[src/hdl/insertion_sorter_assert.svh]
// ----------------------------------------------------------------------------
// Insertion sorter assertion macros
// Shared concurrent assertion wrappers; NO_ASSERTIONS leaves them empty.
// ----------------------------------------------------------------------------
`ifndef INSERTION_SORTER_ASSERT_SVH
`define INSERTION_SORTER_ASSERT_SVH

`ifndef NO_ASSERTIONS

// The property must hold at every rising clock edge outside reset.
`define ISORT_ASSERT(lbl, clk, rst, prop) \
   lbl: assert property (@(posedge clk) disable iff (rst) (prop)) \
      else $error("insertion sorter assertion failed");

// The expression must never be true outside reset.
`define ISORT_ASSERT_NEVER(lbl, clk, rst, expr) \
   lbl: assert property (@(posedge clk) disable iff (rst) !(expr)) \
      else $error("insertion sorter forbidden condition seen");

`else

`define ISORT_ASSERT(lbl, clk, rst, prop)
`define ISORT_ASSERT_NEVER(lbl, clk, rst, expr)

`endif

`endif

[src/hdl/isort_pkg.sv]
// ----------------------------------------------------------------------------
// Insertion sorter package
// Sizes, request and control types shared by the sorter modules.
// ----------------------------------------------------------------------------
package isort_pkg;

   // Element width and number of cells in the insertion chain.
   localparam int DATA_W   = 32;
   localparam int CAPACITY = 32;
   localparam int CNT_W    = $clog2(CAPACITY + 1);

   // Request queue between the front and the back; depth is a power of two.
   localparam int QUEUE_DEPTH = 4;
   localparam int QPTR_W      = $clog2(QUEUE_DEPTH);
   localparam int QCNT_W      = $clog2(QUEUE_DEPTH + 1);

   // One queued request.
   typedef struct packed {
      logic signed [DATA_W-1:0] value;
      logic                     end_of_set;
   } req_item_type;

   // Commands from the back controller to the insertion chain.
   typedef struct packed {
      logic insert;
      logic shift_out;
   } chain_ctrl_type;

   // Status of the insertion chain.
   typedef struct packed {
      logic signed [DATA_W-1:0] head;
      logic [CNT_W-1:0]         count;
      logic                     full;
   } chain_status_type;

   // Back controller state.
   typedef enum logic [1:0] {
      ST_INSERT = 2'b01,
      ST_DRAIN  = 2'b10
   } back_state_type;

endpackage

[src/hdl/isort_queue.sv]
// ----------------------------------------------------------------------------
// Insertion sorter request queue
// Small FIFO that lets the front accept requests while the back drains.
// ----------------------------------------------------------------------------
module isort_queue import isort_pkg::*; (
   input  logic         clock,
   input  logic         reset,
   input  logic         push,
   input  req_item_type push_item,
   output logic         full,
   input  logic         pop,
   output logic         pop_valid,
   output req_item_type pop_item
);

   req_item_type      entry_ff [QUEUE_DEPTH];
   logic [QPTR_W-1:0] wr_ptr_ff, wr_ptr_in;
   logic [QPTR_W-1:0] rd_ptr_ff, rd_ptr_in;
   logic [QCNT_W-1:0] count_ff, count_in;

   // Occupancy and head of the queue.
   assign full      = (count_ff == QCNT_W'(QUEUE_DEPTH));
   assign pop_valid = (count_ff != '0);
   assign pop_item  = entry_ff[rd_ptr_ff];

   // Pointer and occupancy update.
   always_comb begin
      wr_ptr_in = push ? wr_ptr_ff + QPTR_W'(1) : wr_ptr_ff;
      rd_ptr_in = pop  ? rd_ptr_ff + QPTR_W'(1) : rd_ptr_ff;
      count_in  = count_ff;
      if (push && !pop) begin
         count_in = count_ff + QCNT_W'(1);
      end else if (!push && pop) begin
         count_in = count_ff - QCNT_W'(1);
      end
   end

   always_ff @(posedge clock) begin
      if (reset) begin
         wr_ptr_ff <= '0;
         rd_ptr_ff <= '0;
         count_ff  <= '0;
      end else begin
         wr_ptr_ff <= wr_ptr_in;
         rd_ptr_ff <= rd_ptr_in;
         count_ff  <= count_in;
      end
   end

   // Storage needs no reset.
   always_ff @(posedge clock) begin
      if (push) begin
         entry_ff[wr_ptr_ff] <= push_item;
      end
   end

endmodule

[src/hdl/isort_chain.sv]
// ----------------------------------------------------------------------------
// Insertion sorter cell chain
// Row of cells kept in ascending order; inserts in place, drains from
// the head one element per cycle while shift_out is asserted.
// ----------------------------------------------------------------------------
module isort_chain import isort_pkg::*; (
   input  logic                     clock,
   input  logic                     reset,
   input  chain_ctrl_type           chain_ctrl,
   input  logic signed [DATA_W-1:0] ins_value,
   output chain_status_type         chain_status
);

   logic signed [DATA_W-1:0] cell_ff [CAPACITY];
   logic signed [DATA_W-1:0] cell_in [CAPACITY];
   logic [CAPACITY-1:0]      take;
   logic [CNT_W-1:0]         count_ff, count_in;

   // Each cell decides locally: an empty cell or one holding a larger value
   // makes room, so equal values stay ahead of the newcomer.
   for (genvar g = 0; g < CAPACITY; g++) begin : g_cell
      assign take[g] = (CNT_W'(g) >= count_ff) || (cell_ff[g] > ins_value);

      if (g == 0) begin : g_head
         always_comb begin
            cell_in[g] = cell_ff[g];
            if (chain_ctrl.insert) begin
               if (take[g]) begin
                  cell_in[g] = ins_value;
               end
            end else if (chain_ctrl.shift_out) begin
               cell_in[g] = (CAPACITY > 1) ? cell_ff[(CAPACITY > 1) ? 1 : 0] : cell_ff[g];
            end
         end
      end else begin : g_body
         always_comb begin
            cell_in[g] = cell_ff[g];
            if (chain_ctrl.insert) begin
               if (take[g]) begin
                  cell_in[g] = take[g-1] ? cell_ff[g-1] : ins_value;
               end
            end else if (chain_ctrl.shift_out) begin
               cell_in[g] = cell_ff[(g < CAPACITY - 1) ? g + 1 : g];
            end
         end
      end
   end

   // Cell contents carry no reset.
   always_ff @(posedge clock) begin
      for (int i = 0; i < CAPACITY; i++) begin
         cell_ff[i] <= cell_in[i];
      end
   end

   // Fill count follows inserts and drains.
   always_comb begin
      count_in = count_ff;
      if (chain_ctrl.insert && !chain_status.full) begin
         count_in = count_ff + CNT_W'(1);
      end else if (chain_ctrl.shift_out) begin
         count_in = count_ff - CNT_W'(1);
      end
   end

   always_ff @(posedge clock) begin
      if (reset) begin
         count_ff <= '0;
      end else begin
         count_ff <= count_in;
      end
   end

   assign chain_status.head  = cell_ff[0];
   assign chain_status.count = count_ff;
   assign chain_status.full  = (count_ff == CNT_W'(CAPACITY));

endmodule

[src/hdl/insertion_sorter.sv]
// ----------------------------------------------------------------------------
// Insertion sorter
// Stable ascending sort of signed 32-bit elements, emitted per data set.
// ----------------------------------------------------------------------------
// Each request carries one element; it passes a four-entry request queue
// and is inserted into a chain of CAPACITY cells, so a set is taken at one
// request per cycle while the queue holds requests. The request marked
// end_of_set is inserted likewise, after which the chain drains through its
// head cell, one result per cycle while the result side does not stall. A
// dropped element still takes its turn at insertion, and no request leaves
// the queue during the drain (the queue still accepts up to four). Elements
// arriving at a full chain are dropped and every result of that set carries
// overflow; the last result carries final_res.
// ----------------------------------------------------------------------------
`include "insertion_sorter_assert.svh"

module insertion_sorter import isort_pkg::*; (
   input  logic                     clock,
   input  logic                     reset,
   input  logic                     req_valid,
   output logic                     req_stall,
   input  logic signed [DATA_W-1:0] req_value,
   input  logic                     req_end_of_set,
   output logic                     rsp_valid,
   input  logic                     rsp_stall,
   output logic signed [DATA_W-1:0] rsp_sorted_value,
   output logic                     rsp_final_res,
   output logic                     rsp_overflow
);

   req_item_type             push_item;
   req_item_type             q_item;
   logic                     q_full;
   logic                     q_valid;
   logic                     push;
   logic                     pop;
   chain_ctrl_type           chain_ctrl;
   chain_status_type         chain_status;
   back_state_type           state_ff, state_in;
   logic                     dropped_ff, dropped_in;
   logic                     out_free;
   logic                     drain_fire;
   logic                     last_out;
   logic                     rsp_valid_ff, rsp_valid_in;
   logic signed [DATA_W-1:0] rsp_sorted_value_ff;
   logic                     rsp_final_res_ff;
   logic                     rsp_overflow_ff;

   // Front: accept requests into the queue.
   assign push                 = req_valid && !req_stall;
   assign req_stall            = q_full;
   assign push_item.value      = req_value;
   assign push_item.end_of_set = req_end_of_set;

   isort_queue u_queue (
      .clock     (clock),
      .reset     (reset),
      .push      (push),
      .push_item (push_item),
      .full      (q_full),
      .pop       (pop),
      .pop_valid (q_valid),
      .pop_item  (q_item)
   );

   // Back: insert while collecting a set, drain once its last request is in.
   assign pop                  = q_valid && (state_ff == ST_INSERT);
   assign out_free             = !rsp_valid_ff || !rsp_stall;
   assign drain_fire           = (state_ff == ST_DRAIN) && out_free;
   assign last_out             = (chain_status.count == CNT_W'(1));
   assign chain_ctrl.insert    = pop && !chain_status.full;
   assign chain_ctrl.shift_out = drain_fire;

   isort_chain u_chain (
      .clock        (clock),
      .reset        (reset),
      .chain_ctrl   (chain_ctrl),
      .ins_value    (q_item.value),
      .chain_status (chain_status)
   );

   // Sequencing and overflow flag.
   always_comb begin
      state_in   = state_ff;
      dropped_in = dropped_ff;
      unique case (state_ff)
         ST_INSERT: begin
            if (pop) begin
               if (chain_status.full) begin
                  dropped_in = 1'b1;
               end
               if (q_item.end_of_set) begin
                  state_in = ST_DRAIN;
               end
            end
         end
         ST_DRAIN: begin
            if (drain_fire && last_out) begin
               state_in   = ST_INSERT;
               dropped_in = 1'b0;
            end
         end
         default: begin
            state_in = ST_INSERT;
         end
      endcase
   end

   // Result register decouples the chain from a stalled consumer.
   always_comb begin
      rsp_valid_in = rsp_valid_ff;
      if (drain_fire) begin
         rsp_valid_in = 1'b1;
      end else if (!rsp_stall) begin
         rsp_valid_in = 1'b0;
      end
   end

   always_ff @(posedge clock) begin
      if (reset) begin
         state_ff     <= ST_INSERT;
         dropped_ff   <= 1'b0;
         rsp_valid_ff <= 1'b0;
      end else begin
         state_ff     <= state_in;
         dropped_ff   <= dropped_in;
         rsp_valid_ff <= rsp_valid_in;
      end
   end

   always_ff @(posedge clock) begin
      if (drain_fire) begin
         rsp_sorted_value_ff <= chain_status.head;
         rsp_final_res_ff    <= last_out;
         rsp_overflow_ff     <= dropped_ff;
      end
   end

   assign rsp_valid        = rsp_valid_ff;
   assign rsp_sorted_value = rsp_sorted_value_ff;
   assign rsp_final_res    = rsp_final_res_ff;
   assign rsp_overflow     = rsp_overflow_ff;

   // Checks on the back controller and the chain.
   `ISORT_ASSERT_NEVER(a_count_bound, clock, reset, chain_status.count > CNT_W'(CAPACITY))
   `ISORT_ASSERT(a_no_pop_in_drain, clock, reset, (state_ff == ST_DRAIN) |-> !pop)
   `ISORT_ASSERT(a_drain_nonempty, clock, reset, (state_ff == ST_DRAIN) |-> (chain_status.count != '0))
   `ISORT_ASSERT(a_final_ends_set, clock, reset, (drain_fire && last_out) |=> (state_ff == ST_INSERT && rsp_valid_ff && rsp_final_res_ff && !dropped_ff))

endmodule
[config.mk]
export PLATFORM = sky130hd
export DESIGN_NAME = insertion_sorter
export DESIGN_NICKNAME = d
export VERILOG_FILES = /design/src/hdl/isort_pkg.sv /design/src/hdl/isort_queue.sv /design/src/hdl/isort_chain.sv /design/src/hdl/insertion_sorter.sv
export VERILOG_INCLUDE_DIRS = /design/src /design/src/hdl
export SDC_FILE = /design/constraint.sdc
export NUM_CORES = 2
export LEC_CHECK = 0
export ABC_CLOCK_PERIOD_IN_PS = 13800
export BUFFER_PORTS_ARGS = -buffer_cell sky130_fd_sc_hd__buf_2
export CORE_ASPECT_RATIO = 0.5
export CORE_MARGIN = 5
export CORE_UTILIZATION = 40
export DETAILED_ROUTE_END_ITERATION = 7
export SETUP_SLACK_MARGIN = 0.5
export SYNTH_ARGS = -nofsm -noshare
export SYNTH_HDL_FRONTEND = slang
export SYNTH_SLANG_ARGS = --single-unit
[constraint.sdc]
create_clock -name clock -period 13.8 [get_ports clock]
set_clock_uncertainty 0.2 [all_clocks]
set_input_delay 0.69 -clock clock [delete_from_list [all_inputs] [get_ports clock]]
set_output_delay 0.69 -clock clock [all_outputs]
set_load 0.05 [all_outputs]
**Yosys cells after proc, flatten, opt, wreduce, memory -nomap -nowiden**

Memory sizes are Yosys's and may differ from the RTL's. A register that Yosys moved wholly into a read port is not among the register bits.
Cells that the tools add are included.

- Register bits: 51
- RAM bits: 1156
- Bits of input ports: 37
- Output and inout bits: 36
- Logic and storage cells: 289
- Memories: 2

Memory list:

| name | depth | width | rd ports | clocked after memory_dff | wr ports | line | RTL |
|---|---|---|---|---|---|---|---|
| u_chain.cell_ff | 32 | 32 | 32 | 0 | 32 | isort_chain.sv:14 | `logic signed [DATA_W-1:0] cell_ff [CAPACITY];` |
| u_queue.entry_ff | 4 | 33 | 1 | 1 | 1 | isort_queue.sv:16 | `req_item_type entry_ff [QUEUE_DEPTH];` |

- $add $sub $neg: 6
- Magnitude comparators: 64
- Eq/ne operators: 10
- Muxes and demuxes: 144
- Reductions and logical operators: 53

Operators by type and width:

| kind | count |
|---|---|
| $mux 32 | 126 |
| $gt 32x32->1 | 32 |
| $ge 5x6->1 const A | 16 |
| $ge 4x6->1 const A | 8 |
| $logic_or 1x1->1 | 33 |
| $ge 3x6->1 const A | 4 |
| $ge 1x6->1 const A | 2 |
| $ge 2x6->1 const A | 2 |
| $mux 6 | 2 |
| $mux 2 | 5 |
| $logic_and 1x1->1 | 8 |
| $mux 1 | 7 |
| $add 6x1->6 const B | 1 |
| $eq 6x1->1 const B | 1 |
| $eq 6x6->1 const B | 1 |
| $logic_not 1->1 | 6 |
| $mux 3 | 2 |
| $ne 2x1->1 const B | 3 |
| $reduce_bool 2->1 | 3 |
| $sub 6x1->6 const B | 1 |
| $add 2x1->2 const B | 2 |
| $ne 2x2->1 const B | 2 |
| $pmux 2 s2 | 1 |
| $reduce_and 4->1 | 1 |
| 8 further kinds | 8 |

**Longest topological paths before layout**

- Word-level depth: 7
- Mapped depth: 15

**Cells and area by module**

From an unflattened synthesis, not the netlist that was laid out.

- Cell total of the unflattened synthesis: 7666
- Area total of the unflattened synthesis: 81161.6 µm²

Modules (own cells, without submodules):

| module | times used | cells each | area each (µm²) |
|---|---|---|---|
| isort_chain | 1 | 7395 | 74707.9 |
| isort_queue | 1 | 217 | 5238.8 |
| insertion_sorter | 1 | 54 | 1214.9 |

**Least setup slack after synthesis**

No wires, ideal clock.

- Kind: register to register
- Start point: register with a tool-made name
- End point: memory u_chain.cell_ff[29][0] (netlist: u_chain.cell_ff[14][32]), enable pin
- Arrival: 6.217 ns
- Setup slack: 6.917 ns
- Stages on the path, launching flop included: 14
- Path buffers: 3
- Period minus slack after synthesis: 6.883 ns
- Path through: dfxtp_1 -> clkbuf_1 -> buf_4 -> mux4_4 -> inv_1 -> ha_1 -> a21oi_1 -> nor2_1 -> a2111o_1 -> o32ai_1 -> a2bb2oi_1 -> a21oi_4 -> buf_8 -> o21ai_0

RTL lines:

| what | line |
|---|---|
| to (decl) | isort_chain.sv:14 |

==> flow_summary.toml <==
[yosys]
synth_edf_count = 1190
synth_top_area_cell = "edfxtp_1"
synth_most_common_cell = "edfxtp_1"
yosysWarnings = 0
synth_seq_cells = 1209
synthFlopType = "edfxtp_1"
async_flop_share_pct = 0
synth_common_cells = "edfxtp_1, ha_1, nand2_1, nor2_1, a21oi_1"
syn_inst = 7878
avgSynthCellArea_um2 = 10.28
synthTopCellsByArea = "edfxtp_1, ha_1, a221o_1"
netlist.area_leader.share_pct = 44.12
synth_nets = 8949
yosysUniqueCellTypes = 86
synth_area_um2 = 81000
synth.yosys.seq_area_share_pct = 44.59

[finish]
nets = 8841
layout-drive-gt1-share_pct = 8.373
synthToLayoutAreaGrowth_pct = 9.876

[cts]
cts.sinks = 1209
worst_skew_pair.late_latency_ns = 0.83
cts_buffer_depth = 4
cts.htree.levels = 4
cts_buffers = 140
clk_pin_slew_ns = 0.06
post-cts-setup-buffers = 0
tritoncts = "yes"
cts-root-buf = "clkbuf_16"

[floorplanning]
die_area_um2 = 212100
core_um2 = 200700
fp-row-count = 116
die_h_um = 328.2
io_pins = 73
die_w_um = 646.4
initial_core_util_pct = 40.35

[placed_design]
gp_congestion = 0.9904
port_buffers = 72
hpwlAfterDp_mm = 249.4

[setup_path]
crit_top_cell = "buf_4"
cp-start-kind = "flop"
cp_cell_sequence = "buf_4 -> mux4_4 -> inv_2 -> buf_4 -> ha_1 -> nand3_1 -> nor4_1 -> o21ai_1 -> a41oi_1 -> o32a_1 -> buf_4 -> and2_1 -> buf_4 -> or2_2"
worstRegToRegCells = 14
cp_data_required_time_ns = 14.01
path_max_fanout = 33
worst_path_largest_cell_delay_ns = 1.03
path_class = "flop to flop"
end_kind = "flop"
worstPathArrival_ns = 7.71
crit_slowest_cell = "mux4_4"

[detailed_routing]
finalWirelength_mm = 367.4
wire_per_inst_um = 34.73
num_vias = 72080
drt_first_pass_iters = 8
viasPerCell = 6.814
ant_nets = 0
drtIter0Drc = 11640
drcViolationCount = 0

[sta]
min_period_over_period_pct = 54.37
setup-tns-final_ns = 0
rsz0062_at_grt = "false"
worst_pin_slew_ns = 1.386
final-setup-viol-count = 0
hold_viol_final = 0
report.final.slew_viol_count = 0
slew_headroom_pct = 7.626
layout_min_cycle_time_ns = 7.504
fmax_ghz = 0.1333

[job]
maxCapViolations = 0

[grt]
grt_pass1_vias = 65510
grt-ovfl-total = 0
grt_first_pass_wirelength_mm = 507.8
grt_max_degree = 200
gr-usage-all-layers_pct = 33.29
antenna_found_initial = 29

[hold_path]
worstHoldPathType = "primary input to flop"
hp-start = "reset"
holdPathStages = 2

[status]
status = "complete, no violations"
[routing by layer]
| layer | wire, µm | share of wire [%] | vias up | global-route usage (%) |
|---|---|---|---|---|
| met5 | 71 | 0.019 | - | 0 |
| met4 | 19700 | 5.4 | 12 | 15.51 |
| met3 | 57180 | 16 | 845 | 12.99 |
| met2 | 141500 | 39 | 5301 | 44.39 |
| met1 | 149000 | 41 | 35460 | 46.77 |
| li1 | - | - | 30470 | - |
[logic make-up after synthesis]
| family | synth area share (%) |
|---|---|
| muxes | 2.648 |
| buffers and inverters | 3.548 |
| xor gates and xnor gates | 0.09731 |
| adders and majority gates | 15.98 |
| DFF | 44.59 |
| and+or+nand+nor | 14.11 |
| AOI/OAI and AO/OA | 19.02 |
[layout make-up]
type                            count  area, µm²
Antenna cell                        5      12.51
Sequential cell                  1209      36120
Inverter                          144      540.5
Fill cell                       18940     111700
Timing Repair Buffer              290       2157
Clock inverter                     55      384.1
Tap cell                         2714       3396
Clock buffer                      176       3755
Multi-Input combinational cell   5985      42630
[through the flow]
step	worst slack (ns)	cells	utilization (%)	hold slack [ns]	cell area [µm²]
after floorplan	6.917	7878	-	0.2088	81000
after global placement	6.638	10310	42.10	0.2562	84500
after detailed placement	6.612	10310	42.10	0.2495	84500
after CTS	6.530	10570	44.33	0.09325	88980
after global routing	6.126	10570	44.33	0.1341	88980
final	6.296	10580	44.34	0.1449	88990
[critical path, delay by kind of cell (launching register included)]
family                     cells  cell delay, ns
AOI/OAI and AO/OA              3            0.82
and+or+nand+nor                4            1.85
muxes                          1            1.03
buffers and inverters          5            2.48
adders and majority gates      1            0.22
DFF                            1            0.31
[registers in the layout, summed over array words and instances, names as in the netlist, named ones only]
name / cells
u_chain.cell_ff: 1024
u_queue.entry_ff: 132
rsp_sorted_value: 32
u_chain.count_ff: 6
u_queue.count_ff: 3
state_ff: 2
u_queue.rd_ptr_ff: 2
u_queue.wr_ptr_ff: 2
dropped_ff: 1
rsp_final_res: 1
rsp_overflow: 1
rsp_valid: 1
[final timing paths]
| check | slack [ns] | endpoint |
|---|---|---|
| min reg2reg | 0.26 | rsp_sorted_value[0] |
| max reg2reg | 6.30 | u_chain.cell_ff[7][33] |
| max | 6.30 | u_chain.cell_ff[7][33] |
| min | 0.14 | u_queue.rd_ptr_ff[0] |
[cells in the final DEF, fill, tap and decap left out, drive strengths merged, types with 15 or more instances in the layout]
cell and count:
clkinv 45, o31a 38, inv 145, a21o 120
nand2 1018, nor4 39, buf 256, nand4 225
a31oi 99, mux2i 99, dfxtp 19, a21oi 498
o21a 61, mux2 32, nand3 486, dlygate4sd3 34
clkbuf 176, a211oi 50, ha 1033, o211ai 355
nor3 39, o21ai 416, o31ai 15, a221o 410
edfxtp 1190, nor2 639, a2111oi 18, nor2b 60
mux4 33
[what timing repair did]
action,CTS,global route
hold buffers,34,0
endpoints found under the setup margin,0,0
endpoints found under the hold margin,133,0
resized for setup,0,0
Power is not shown: default switching activity piles up to over one toggle a cycle in this logic, so the estimate is an artifact.
